### src/rtl/ffba_pkg.sv
// Package for the first-fit block allocator: default sizes, status codes and widths.
// No dependencies.
`timescale 1ns / 1ps
`default_nettype none
package ffba_pkg;
   localparam int POOL_BYTES_DEF   = 16384;
   localparam int HEADER_BYTES_DEF = 24;
   localparam int MAX_SEGMENTS_DEF = 64;
   localparam int OFF_W  = 15;
   localparam int SIZE_W = 14;
   localparam logic [1:0] ST_OK    = 2'd0;
   localparam logic [1:0] ST_NOFIT = 2'd1;
   localparam logic [1:0] ST_RANGE = 2'd2;
   localparam logic [1:0] ST_NOSEG = 2'd3;
   typedef struct packed {
      logic              free;
      logic [OFF_W-1:0]  offset;
      logic [SIZE_W-1:0] size;
   } seg_type;
endpackage
`default_nettype wire

### src/rtl/ffba_if.sv
// Valid/ready channel interfaces for requests and responses.
// Depends on ffba_pkg.
`timescale 1ns / 1ps
`default_nettype none
interface ffba_req_if import ffba_pkg::*; ();
   logic              valid;
   logic              ready;
   logic              mode;
   logic [SIZE_W-1:0] size_req;
   logic [OFF_W-1:0]  address;
   modport source (output valid, mode, size_req, address, input ready);
   modport sink (input valid, mode, size_req, address, output ready);
endinterface

interface ffba_rsp_if import ffba_pkg::*; ();
   logic             valid;
   logic             ready;
   logic [1:0]       status;
   logic [OFF_W-1:0] offset;
   modport source (output valid, status, offset, input ready);
   modport sink (input valid, status, offset, output ready);
endinterface
`default_nettype wire

### src/rtl/first_fit_block_allocator.sv
// Top level of the first-fit block allocator: segment memory and its sequencer.
// Depends on ffba_pkg and the channel interfaces in ffba_if.
`timescale 1ns / 1ps
`default_nettype none
// One request beat is taken at a time. The response beat follows after a walk of the
// segment table through its single read port, one entry in S_RD and S_CHK at a time. An
// allocate scans until it finds a fit. On a split it moves every later entry up by one.
// A release looks the address up; if it is found, it then runs a merge pass over the
// whole table and writes the compacted table back. The quickest response is to a release
// address out of range, which skips the walk; the slowest is to a release of the last
// entry of a full table. The table memory needs no clearing pass: entries beyond the
// count are never used.
module first_fit_block_allocator import ffba_pkg::*; #(
   parameter int POOL_BYTES   = POOL_BYTES_DEF,
   parameter int HEADER_BYTES = HEADER_BYTES_DEF,
   parameter int MAX_SEGMENTS = MAX_SEGMENTS_DEF
) (
   input wire logic    clock,
   input wire logic    reset,
   ffba_req_if.sink    req,
   ffba_rsp_if.source  rsp
);
   localparam int IW = $clog2(MAX_SEGMENTS);
   localparam int CW = $clog2(MAX_SEGMENTS + 1);
   localparam int SW = 17;

   localparam logic [3:0] S_IDLE  = 4'd0;
   localparam logic [3:0] S_RD    = 4'd1;
   localparam logic [3:0] S_CHK   = 4'd2;
   localparam logic [3:0] S_SHRD  = 4'd3;
   localparam logic [3:0] S_SHWR  = 4'd4;
   localparam logic [3:0] S_SPLIT = 4'd5;
   localparam logic [3:0] S_MRD   = 4'd6;
   localparam logic [3:0] S_MCHK  = 4'd7;
   localparam logic [3:0] S_MFIN  = 4'd8;
   localparam logic [3:0] S_RESP  = 4'd9;

   seg_type mem [MAX_SEGMENTS];
   seg_type rdata_ff;
   logic [IW-1:0] raddr;
   logic          wen;
   logic [IW-1:0] waddr;
   seg_type       wdata;

   logic [3:0]        state_ff, state_in;
   logic [CW-1:0]     count_ff, count_in;
   logic [CW-1:0]     idx_ff, idx_in;
   logic [CW-1:0]     widx_ff, widx_in;
   logic              mode_ff, mode_in;
   logic [SIZE_W-1:0] req_ff, req_in;
   logic [OFF_W-1:0]  addr_ff, addr_in;
   logic [1:0]        status_ff, status_in;
   logic [OFF_W-1:0]  off_ff, off_in;
   seg_type           acc_ff, acc_in;
   logic              have_ff, have_in;
   logic              seg0_ff, seg0_in;

   logic [SW-1:0] need;
   logic [SW-1:0] merged;

   always_ff @(posedge clock) begin
      if (wen) begin
         mem[waddr] <= wdata;
      end
      rdata_ff <= mem[raddr];
   end

   // Reset entry is held aside until the first write to entry zero.
   seg_type rd_seg;
   always_comb begin
      rd_seg = rdata_ff;
      if (!seg0_ff && idx_ff == CW'(1)) begin
         rd_seg.free   = 1'b1;
         rd_seg.offset = '0;
         rd_seg.size   = SIZE_W'(POOL_BYTES - HEADER_BYTES);
      end
   end

   assign need   = SW'(req_ff) + SW'(HEADER_BYTES);
   assign merged = SW'(acc_ff.size) + SW'(rd_seg.size) + SW'(HEADER_BYTES);

   always_comb begin
      state_in  = state_ff;
      count_in  = count_ff;
      idx_in    = idx_ff;
      widx_in   = widx_ff;
      mode_in   = mode_ff;
      req_in    = req_ff;
      addr_in   = addr_ff;
      status_in = status_ff;
      off_in    = off_ff;
      acc_in    = acc_ff;
      have_in   = have_ff;
      seg0_in   = seg0_ff;
      raddr     = idx_ff[IW-1:0];
      wen       = 1'b0;
      waddr     = idx_ff[IW-1:0];
      wdata     = rd_seg;
      case (state_ff)
         S_IDLE: begin
            if (req.valid) begin
               mode_in = req.mode;
               req_in  = req.size_req;
               addr_in = req.address;
               idx_in  = '0;
               off_in  = '0;
               if (req.mode && 32'(req.address) >= POOL_BYTES) begin
                  status_in = ST_RANGE;
                  state_in  = S_RESP;
               end else begin
                  status_in = req.mode ? ST_NOSEG : ST_NOFIT;
                  state_in  = S_RD;
               end
            end
         end
         S_RD: begin
            if (idx_ff >= count_ff) begin
               state_in = S_RESP;
            end else begin
               idx_in   = idx_ff + CW'(1);
               state_in = S_CHK;
            end
         end
         S_CHK: begin
            waddr = IW'(idx_ff - CW'(1));
            state_in = S_RD;
            if (mode_ff) begin
               if (rd_seg.offset == addr_ff) begin
                  wen        = 1'b1;
                  wdata.free = 1'b1;
                  if (idx_ff == CW'(1)) seg0_in = 1'b1;
                  status_in  = ST_OK;
                  off_in     = addr_ff;
                  idx_in     = '0;
                  widx_in    = '0;
                  have_in    = 1'b0;
                  state_in   = S_MRD;
               end
            end else if (rd_seg.free) begin
               if (rd_seg.size == req_ff) begin
                  wen        = 1'b1;
                  wdata.free = 1'b0;
                  if (idx_ff == CW'(1)) seg0_in = 1'b1;
                  status_in  = ST_OK;
                  off_in     = rd_seg.offset;
                  state_in   = S_RESP;
               end else if (SW'(rd_seg.size) > need && count_ff < CW'(MAX_SEGMENTS)) begin
                  wen        = 1'b1;
                  wdata.free = 1'b0;
                  wdata.size = req_ff;
                  if (idx_ff == CW'(1)) seg0_in = 1'b1;
                  status_in  = ST_OK;
                  off_in     = rd_seg.offset;
                  acc_in.free   = 1'b1;
                  acc_in.offset = rd_seg.offset + OFF_W'(need);
                  acc_in.size   = rd_seg.size - SIZE_W'(need);
                  widx_in  = idx_ff;
                  idx_in   = count_ff - CW'(1);
                  state_in = S_SHRD;
               end
            end
         end
         S_SHRD: begin
            if (idx_ff < widx_ff) begin
               state_in = S_SPLIT;
            end else begin
               state_in = S_SHWR;
            end
         end
         S_SHWR: begin
            wen      = 1'b1;
            waddr    = IW'(idx_ff + CW'(1));
            wdata    = rdata_ff;
            idx_in   = idx_ff - CW'(1);
            state_in = S_SHRD;
         end
         S_SPLIT: begin
            wen      = 1'b1;
            waddr    = widx_ff[IW-1:0];
            wdata    = acc_ff;
            count_in = count_ff + CW'(1);
            state_in = S_RESP;
         end
         S_MRD: begin
            if (idx_ff >= count_ff) begin
               state_in = S_MFIN;
            end else begin
               idx_in   = idx_ff + CW'(1);
               state_in = S_MCHK;
            end
         end
         S_MCHK: begin
            waddr = widx_ff[IW-1:0];
            state_in = S_MRD;
            if (!have_ff) begin
               acc_in  = rd_seg;
               have_in = 1'b1;
            end else if (acc_ff.free && rd_seg.free) begin
               acc_in.size = SIZE_W'(merged);
            end else begin
               wen     = 1'b1;
               wdata   = acc_ff;
               if (widx_ff == '0) seg0_in = 1'b1;
               widx_in = widx_ff + CW'(1);
               acc_in  = rd_seg;
            end
         end
         S_MFIN: begin
            wen      = 1'b1;
            waddr    = widx_ff[IW-1:0];
            wdata    = acc_ff;
            if (widx_ff == '0) seg0_in = 1'b1;
            count_in = widx_ff + CW'(1);
            state_in = S_RESP;
         end
         S_RESP: begin
            if (rsp.ready) state_in = S_IDLE;
         end
         default: state_in = S_IDLE;
      endcase
   end

   always_ff @(posedge clock) begin
      if (reset) begin
         state_ff <= S_IDLE;
         count_ff <= CW'(1);
         seg0_ff  <= 1'b0;
      end else begin
         state_ff <= state_in;
         count_ff <= count_in;
         seg0_ff  <= seg0_in;
      end
      idx_ff    <= idx_in;
      widx_ff   <= widx_in;
      mode_ff   <= mode_in;
      req_ff    <= req_in;
      addr_ff   <= addr_in;
      status_ff <= status_in;
      off_ff    <= off_in;
      acc_ff    <= acc_in;
      have_ff   <= have_in;
   end

   assign req.ready  = (state_ff == S_IDLE);
   assign rsp.valid  = (state_ff == S_RESP);
   assign rsp.status = status_ff;
   assign rsp.offset = (status_ff == ST_OK) ? off_ff : '0;

`ifndef NO_ASSERTIONS
   a_count_range: assert property (@(posedge clock) disable iff (reset)
      count_ff >= CW'(1) && count_ff <= CW'(MAX_SEGMENTS))
      else $error("segment count out of range");
   a_rsp_hold: assert property (@(posedge clock) disable iff (reset)
      rsp.valid && !rsp.ready |=> rsp.valid && $stable(rsp.status))
      else $error("response changed while stalled");
   a_excl: assert property (@(posedge clock) disable iff (reset)
      !(req.ready && rsp.valid))
      else $error("ready while response pending");
   a_split_grow: assert property (@(posedge clock) disable iff (reset)
      state_ff == S_SPLIT |=> count_ff == $past(count_ff) + CW'(1))
      else $error("split did not grow the table");
`endif
endmodule
`default_nettype wire

### src/flat_wrapper.sv
// flat-port wrapper written by rule: the top's interface ports become plain ports
module first_fit_block_allocator_flat import ffba_pkg::*;
#(
   parameter int POOL_BYTES   = POOL_BYTES_DEF,
   parameter int HEADER_BYTES = HEADER_BYTES_DEF,
   parameter int MAX_SEGMENTS = MAX_SEGMENTS_DEF
)
  (clock, reset, req_valid, req_mode, req_size_req, req_address, req_ready, rsp_valid, rsp_status, rsp_offset, rsp_ready);
  ffba_req_if req_i ();
  ffba_rsp_if rsp_i ();
  input wire logic clock;
  input wire logic reset;
  input wire logic [$bits(req_i.valid)-1:0] req_valid;
  input wire logic [$bits(req_i.mode)-1:0] req_mode;
  input wire logic [$bits(req_i.size_req)-1:0] req_size_req;
  input wire logic [$bits(req_i.address)-1:0] req_address;
  output wire logic [$bits(req_i.ready)-1:0] req_ready;
  output wire logic [$bits(rsp_i.valid)-1:0] rsp_valid;
  output wire logic [$bits(rsp_i.status)-1:0] rsp_status;
  output wire logic [$bits(rsp_i.offset)-1:0] rsp_offset;
  input wire logic [$bits(rsp_i.ready)-1:0] rsp_ready;
  assign req_i.valid = req_valid;
  assign req_i.mode = req_mode;
  assign req_i.size_req = req_size_req;
  assign req_i.address = req_address;
  assign req_ready = req_i.ready;
  assign rsp_valid = rsp_i.valid;
  assign rsp_status = rsp_i.status;
  assign rsp_offset = rsp_i.offset;
  assign rsp_i.ready = rsp_ready;
  first_fit_block_allocator #(.POOL_BYTES(POOL_BYTES), .HEADER_BYTES(HEADER_BYTES), .MAX_SEGMENTS(MAX_SEGMENTS)) u_core (.clock(clock), .reset(reset), .req(req_i), .rsp(rsp_i));
endmodule
### config.mk
export PLATFORM = sky130hd
export DESIGN_NAME = first_fit_block_allocator_flat
export DESIGN_NICKNAME = d
export VERILOG_FILES = /design/src/rtl/ffba_pkg.sv /design/src/rtl/ffba_if.sv /design/src/rtl/first_fit_block_allocator.sv /design/src/flat_wrapper.sv
export SDC_FILE = /design/constraint.sdc
export NUM_CORES = 2
export LEC_CHECK = 0
export BUFFER_PORTS_ARGS = -buffer_cell sky130_fd_sc_hd__buf_2
export CORE_MARGIN = 8
export CORE_UTILIZATION = 33
export CTS_CLUSTER_SIZE = 24
export DETAILED_ROUTE_END_ITERATION = 16
export PLACE_DENSITY = 0.49
export RECOVER_POWER = 100
export SETUP_SLACK_MARGIN = 0.3
export SYNTH_ARGS = -nofsm -noshare
export SYNTH_HDL_FRONTEND = slang
export SYNTH_SLANG_ARGS = --single-unit
### constraint.sdc
create_clock -name clock -period 11.35 [get_ports clock]
set_input_delay 1.135 -clock clock [delete_from_list [all_inputs] [get_ports clock]]
set_output_delay 1.135 -clock clock [all_outputs]
set_load 0.01 [all_outputs]
# After elaboration in Yosys (flattened, before gate mapping)

Memory sizes are Yosys's and may differ from the RTL's. A register that Yosys moved wholly into a read port is not among the register bits.
Index checks and enable logic that the tools add are counted.

Bits in registers: 104
Bits in latches: 0
RAM bits: 1,920
Bits in read-only memories: 0
Input port bits: 34
Output and inout bits: 19
Word-level logic and storage cells: 177
Memories: 1

Memory list:

| memory     | words | width | read ports | clocked after Yosys merged registers in | write ports | RTL line                        | text |
|---|---|---|---|---|---|---|---|
| u_core.mem | 64    | 30    | 1          | 1                                       | 1           | first_fit_block_allocator.sv:38 | `seg_type mem [MAX_SEGMENTS];` |

$add $sub $neg: 10
$mul: 0
Divide/modulo/power cells: 0
$lt $le $gt $ge: 5
Equality and inequality tests: 29
Shift operators: 0
Muxes and demuxes: 92
Bitwise logic cells: 0
Reduce and logical (&&, ||, !) cells: 26

Operators with widths:

| operator                                                  | count |
|---|---|
| two-way mux 30 bit                                        | 8 |
| two-way mux 15 bit                                        | 7 |
| two-way mux 7 bit                                         | 13 |
| two-way mux 14 bit                                        | 5 |
| one-hot mux 30 bit (2 select lines)                       | 1 |
| one-hot mux 14 bit (4 select lines)                       | 1 |
| one-hot mux 15 bit (3 select lines)                       | 1 |
| one-hot mux 4 bit (9 select lines)                        | 1 |
| two-way mux 4 bit                                         | 8 |
| one-hot mux 15 bit (2 select lines)                       | 1 |
| one-hot mux 7 bit (2 select lines)                        | 2 |
| one-hot mux 7 bit (4 select lines)                        | 1 |
| two-way mux 1 bit                                         | 26 |
| adder 7 x 1 -> 7 bit, second input constant               | 3 |
| two-way mux 2 bit                                         | 9 |
| one-hot mux 6 bit (3 select lines)                        | 1 |
| > comparator 14 x 17 -> 1 bit                             | 1 |
| equality test 4 x 3 -> 1 bit, second input constant       | 4 |
| two-way mux 16 bit                                        | 1 |
| adder 14 x 5 -> 15 bit, second input constant             | 1 |
| adder 15 bit                                              | 1 |
| equality test 15 bit                                      | 1 |
| greater-or-equal comparator 15 bit, second input constant | 1 |
| adder 14 bit                                              | 1 |
| other kinds (37)                                          | 63 |

# Logic depth before layout (Yosys ltp)

Word-level depth: 12
Depth in mapped cells: 20

# Least setup slack after synthesis

No wires, ideal clock.

Path kind: register to register
From: register u_core.idx_ff[1]
To: memory u_core.mem[61][0] (netlist name) (enable)
Setup time: 0.493 ns
Arrival time: 6.855 ns
Data required time: 10.857 ns
Slack: 4.002 ns
Cell stages (with the launch flop): 19
Buffers on the path: 5
Period minus slack after synthesis: 7.348 ns
Cell sequence: edfxtp_1 clkbuf_1 inv_1 ha_1 nor4b_4 nand2_1 clkbuf_1 clkbuf_1 nand2_1 ha_1 clkbuf_1 inv_1 or4_1 nor3_1 o21ai_1 a21oi_2 nor3_1 clkbuf_1 nor4_1

Cells in the longest elaborated chain, start to end: 12

RTL lines:

| item                                    | RTL line                         | text |
|---|---|---|
| start: declaration                      | first_fit_block_allocator.sv:47  | `logic [CW-1:0] idx_ff, idx_in;` |
| start signal: assignment                | first_fit_block_allocator.sv:233 | `idx_ff <= idx_in;` |
| equality test 7 x 1 -> 1 bit            | first_fit_block_allocator.sv:72  | `if (!seg0_ff && idx_ff == CW'(1)) begin` |
| logical AND 1 bit                       | first_fit_block_allocator.sv:72  |  |
| two-way mux 30 bit                      | first_fit_block_allocator.sv:72  |  |
| > comparator 14 x 17 -> 1 bit           | first_fit_block_allocator.sv:147 | `end else if (SW'(rd_seg.size) > need && count_ff < CW'(MAX_SEGMENTS)) begin` |
| logical AND 1 bit                       | first_fit_block_allocator.sv:147 |  |
| two-way mux 1 bit                       | first_fit_block_allocator.sv:147 |  |
| two-way mux 1 bit                       | first_fit_block_allocator.sv:140 | `if (rd_seg.size == req_ff) begin` |
| two-way mux 1 bit                       | first_fit_block_allocator.sv:139 | `end else if (rd_seg.free) begin` |
| two-way mux 1 bit                       | first_fit_block_allocator.sv:127 | `if (mode_ff) begin` |
| one-hot mux 1 bit (3 select lines)      | first_fit_block_allocator.sv:99  | `case (state_ff)` |
| two-way mux 1 bit                       | first_fit_block_allocator.sv:62  | `if (wen) begin` |
| two-way mux 1 bit (not written as such) | first_fit_block_allocator.sv:63  | `mem[waddr] <= wdata;` |
| end: declaration                        | first_fit_block_allocator.sv:38  |  |

Several ways; a longest one is shown, not always the timed one.

==> out/qor.yml <==
fill_cells: 22679
synth_top_flop_cell: "edfxtp_1"
min_period_over_period_pct: 75.32
via_per_inst: 5.355
synth_top_family_by_area: "multiplexers"
core_area_um2: 251200
netlist_area_um2: 83240
cts_tree: "yes"
muxShareOfSynthArea_pct: 16.70
synth-compound-area-share_pct: 3.134
power.density_nw_per_um2: 301.6
cts_setup_buffers: 0
yosysMostFrequentCell: "edfxtp_1"
ant_nets: 0
endpoint_kind: "register"
synthTopCellsByArea: "edfxtp_1, mux4_2, ha_1"
max_stage_delay_ns: 2.10
die_area_um2: 268600
ctsHtreeMaxLevel: 4
violations: "max-capacitance violations, max-slew violations"
rsz0062_at_grt: "no"
area_growth_pct: 13.78
synthAdderAreaFrac_pct: 1.154
grt_pass1_wl_um: 335100
synth_edf_count: 2012
synth_nets: 4091
ioPinCount: 53
numCtsBuffers: 215
start_util_pct: 33.14
regArea_um2: 61260
cts_sinks: 2054
skew_ns: 0.06764
drv_slew: 451
cap_violations: 12
worstSetupPathType: "register to register"
min_path_type: "input port to register"
hold_violations: 0
die_h_um: 518.2
ir_drop_v: 0.0002984
path_cells: "buf_12, buf_12, buf_12, clkbuf_1, clkbuf_1, mux4_2, mux2_1, a22oi_1, nor2_1, a221oi_1, a21oi_1"
antenna_found_initial: 23
die_w_um: 518.2
place_hpwl_um: 140600
maxClockFrequency_mhz: 117.0
post_cts_resized: 0
slowest_stage: "clkbuf_1"
avgSynthCellArea_um2: 20.90
synth_xor_area_share_pct: 0.7471
grt_max_degree: 109
timing.setup.tns_ns: 0
drive_above_1_share_pct: 26.18
cts-root-buf: "clkbuf_16"
synth_common_cells: "edfxtp_1, mux4_2, clkbuf_1"
synth_top_area_cell: "edfxtp_1"
tightest_slew_ns: 4.166
grt_pass1_vias: 41743
routabilityCongestion: 0.8644
clk_pin_slew_ns: 0.06
ys_types: 83
status: "complete, but fails checks"
routedWlPerCell_um: 31.17
syn_inst: 3982
cpMostUsedCell: "buf_12"
vias: 41390
yosysSeqAreaShare_pct: 73.60
crit_arrival_ns: 9.23
nets: 4287
track_usage_pct: 17.41
fin_util_pct: 37.70
drc_errors: 0
first_pass_iters: 6
clk_latency_ns: 0.85
min_period_ns: 8.548
drtIter0Drc: 4466
ys_ff_latch: 2054
p_leak_nw: 29.26
wl_um: 240900
portBuffers: 52
multi_input_area_um2: 20770
holdBufCountCts: 0
crit_buf_inv: 5
critPathLaunchType: "register"
cp.required_ns: 12.03
grt_overflow_total: 0
async_flop_share_pct: 0
rows: 184
netlist.area_leader.share_pct: 72.59
clk_path_buf_depth: 3
critPathTopFamily: "buffers and inverters"
slew_headroom_pct: -177.7
yosys_warnings: 0
yosys.area_share.simple_pct: 3.100
crit_path_max_fanout: 108
setup_viol: 0
[metrics by stage]
stage / instances / hold WS (ns) / instance area, µm² / total power, W / worst slack (ns)
global route: 7716 / 0.4235 / 94670 / 0.02961 / 2.389
global placement: 7308 / 0.5297 / 88560 / 0.02203 / 5.132
CTS: 7706 / 0.4027 / 95370 / 0.02900 / 5.020
floorplan: 3982 / 0.4999 / 83240 / 0.01708 / 4.002
detailed placement: 7308 / 0.5312 / 88580 / 0.02212 / 5.047
finish: 7729 / 0.4820 / 94700 / 0.02856 / 2.802
[state kept, by name (all words and copies together) (netlist names)]
name               flops
u_core.mem          1920
u_core.acc_ff         30
u_core.rdata_ff       30
u_core.addr_ff        15
u_core.off_ff         15
u_core.req_ff         14
u_core.count_ff        7
u_core.idx_ff          7
u_core.widx_ff         7
u_core.state_ff        4
u_core.rsp.status      2
u_core.have_ff         1
u_core.mode_ff         1
u_core.seg0_ff         1
[layer usage]
metal  track usage (%)  vias up  part of all wire, %  wire (µm)
met5            0.7110        -                 0.13        322
met4             5.126       10                  2.9       6877
met3             4.392      304                  7.9      19030
met2             27.73     1386                   47     114100
met1             23.65    22452                   42     100600
li1                  -    17238                    -          -
[path summary, 6_finish.rpt]
| kind | from | end | slack [ns] | cells past startpoint |
|---|---|---|---|---|
| worst max-delay path | u_core.idx_ff[1]$_DFFE_PP_ | u_core.rdata_ff[1]$_DFF_P_ | 2.80 | 11 |
| worst min-delay path | req_address[10] | u_core.addr_ff[10]$_DFFE_PP_ | 0.48 | 1 |
| worst max register to register | u_core.idx_ff[1]$_DFFE_PP_ | u_core.rdata_ff[1]$_DFF_P_ | 2.80 | 11 |
| worst min register to register | u_core.seg0_ff$_SDFFE_PP0P_ | u_core.seg0_ff$_SDFFE_PP0P_ | 0.54 | 2 |
[power by group]
part	switching [W]	total [W]	leakage (nW)	internal [W]
Combinational	0.00729	0.0108	7.47	0.00348
Sequential	0.000392	0.0109	18.5	0.0106
Clock	0.00295	0.00684	3.31	0.00388
Total	0.0106	0.0286	29.3	0.0179
[layout by cell type, fill, tap and decap left out, drive strengths merged, types with 42 or more instances in the layout]
cell type,Yosys,routed
a21oi,92,92
buf,99,170
clkbuf,124,307
clkinv,0,97
dfxtp,42,42
edfxtp,2012,2012
ha,72,72
inv,68,76
mux4,598,598
nand2,98,98
nor2,113,113
nor3,48,48
nor4,54,54
o21ai,70,70
xnor2,48,48
[layout make-up]
cell class	instances	area share (%)
Inverter	68	0.2695
Timing Repair Buffer	204	1.470
Clock buffer	273	5.977
Tap cell	3348	4.423
Antenna cell	22	0.05813
Sequential cell	2054	64.68
Multi-Input combinational cell	1635	21.93
Clock inverter	125	1.186
[cell families after synthesis]
kind of cell	after synthesis
AOI/OAI and AO/OA	383
xor gates and xnor gates	71
adders and majority gates	75
buffers and inverters	293
DFF	2054
muxes	639
and+or+nand+nor	467
Note: power is estimated with default switching activity, not from simulation.
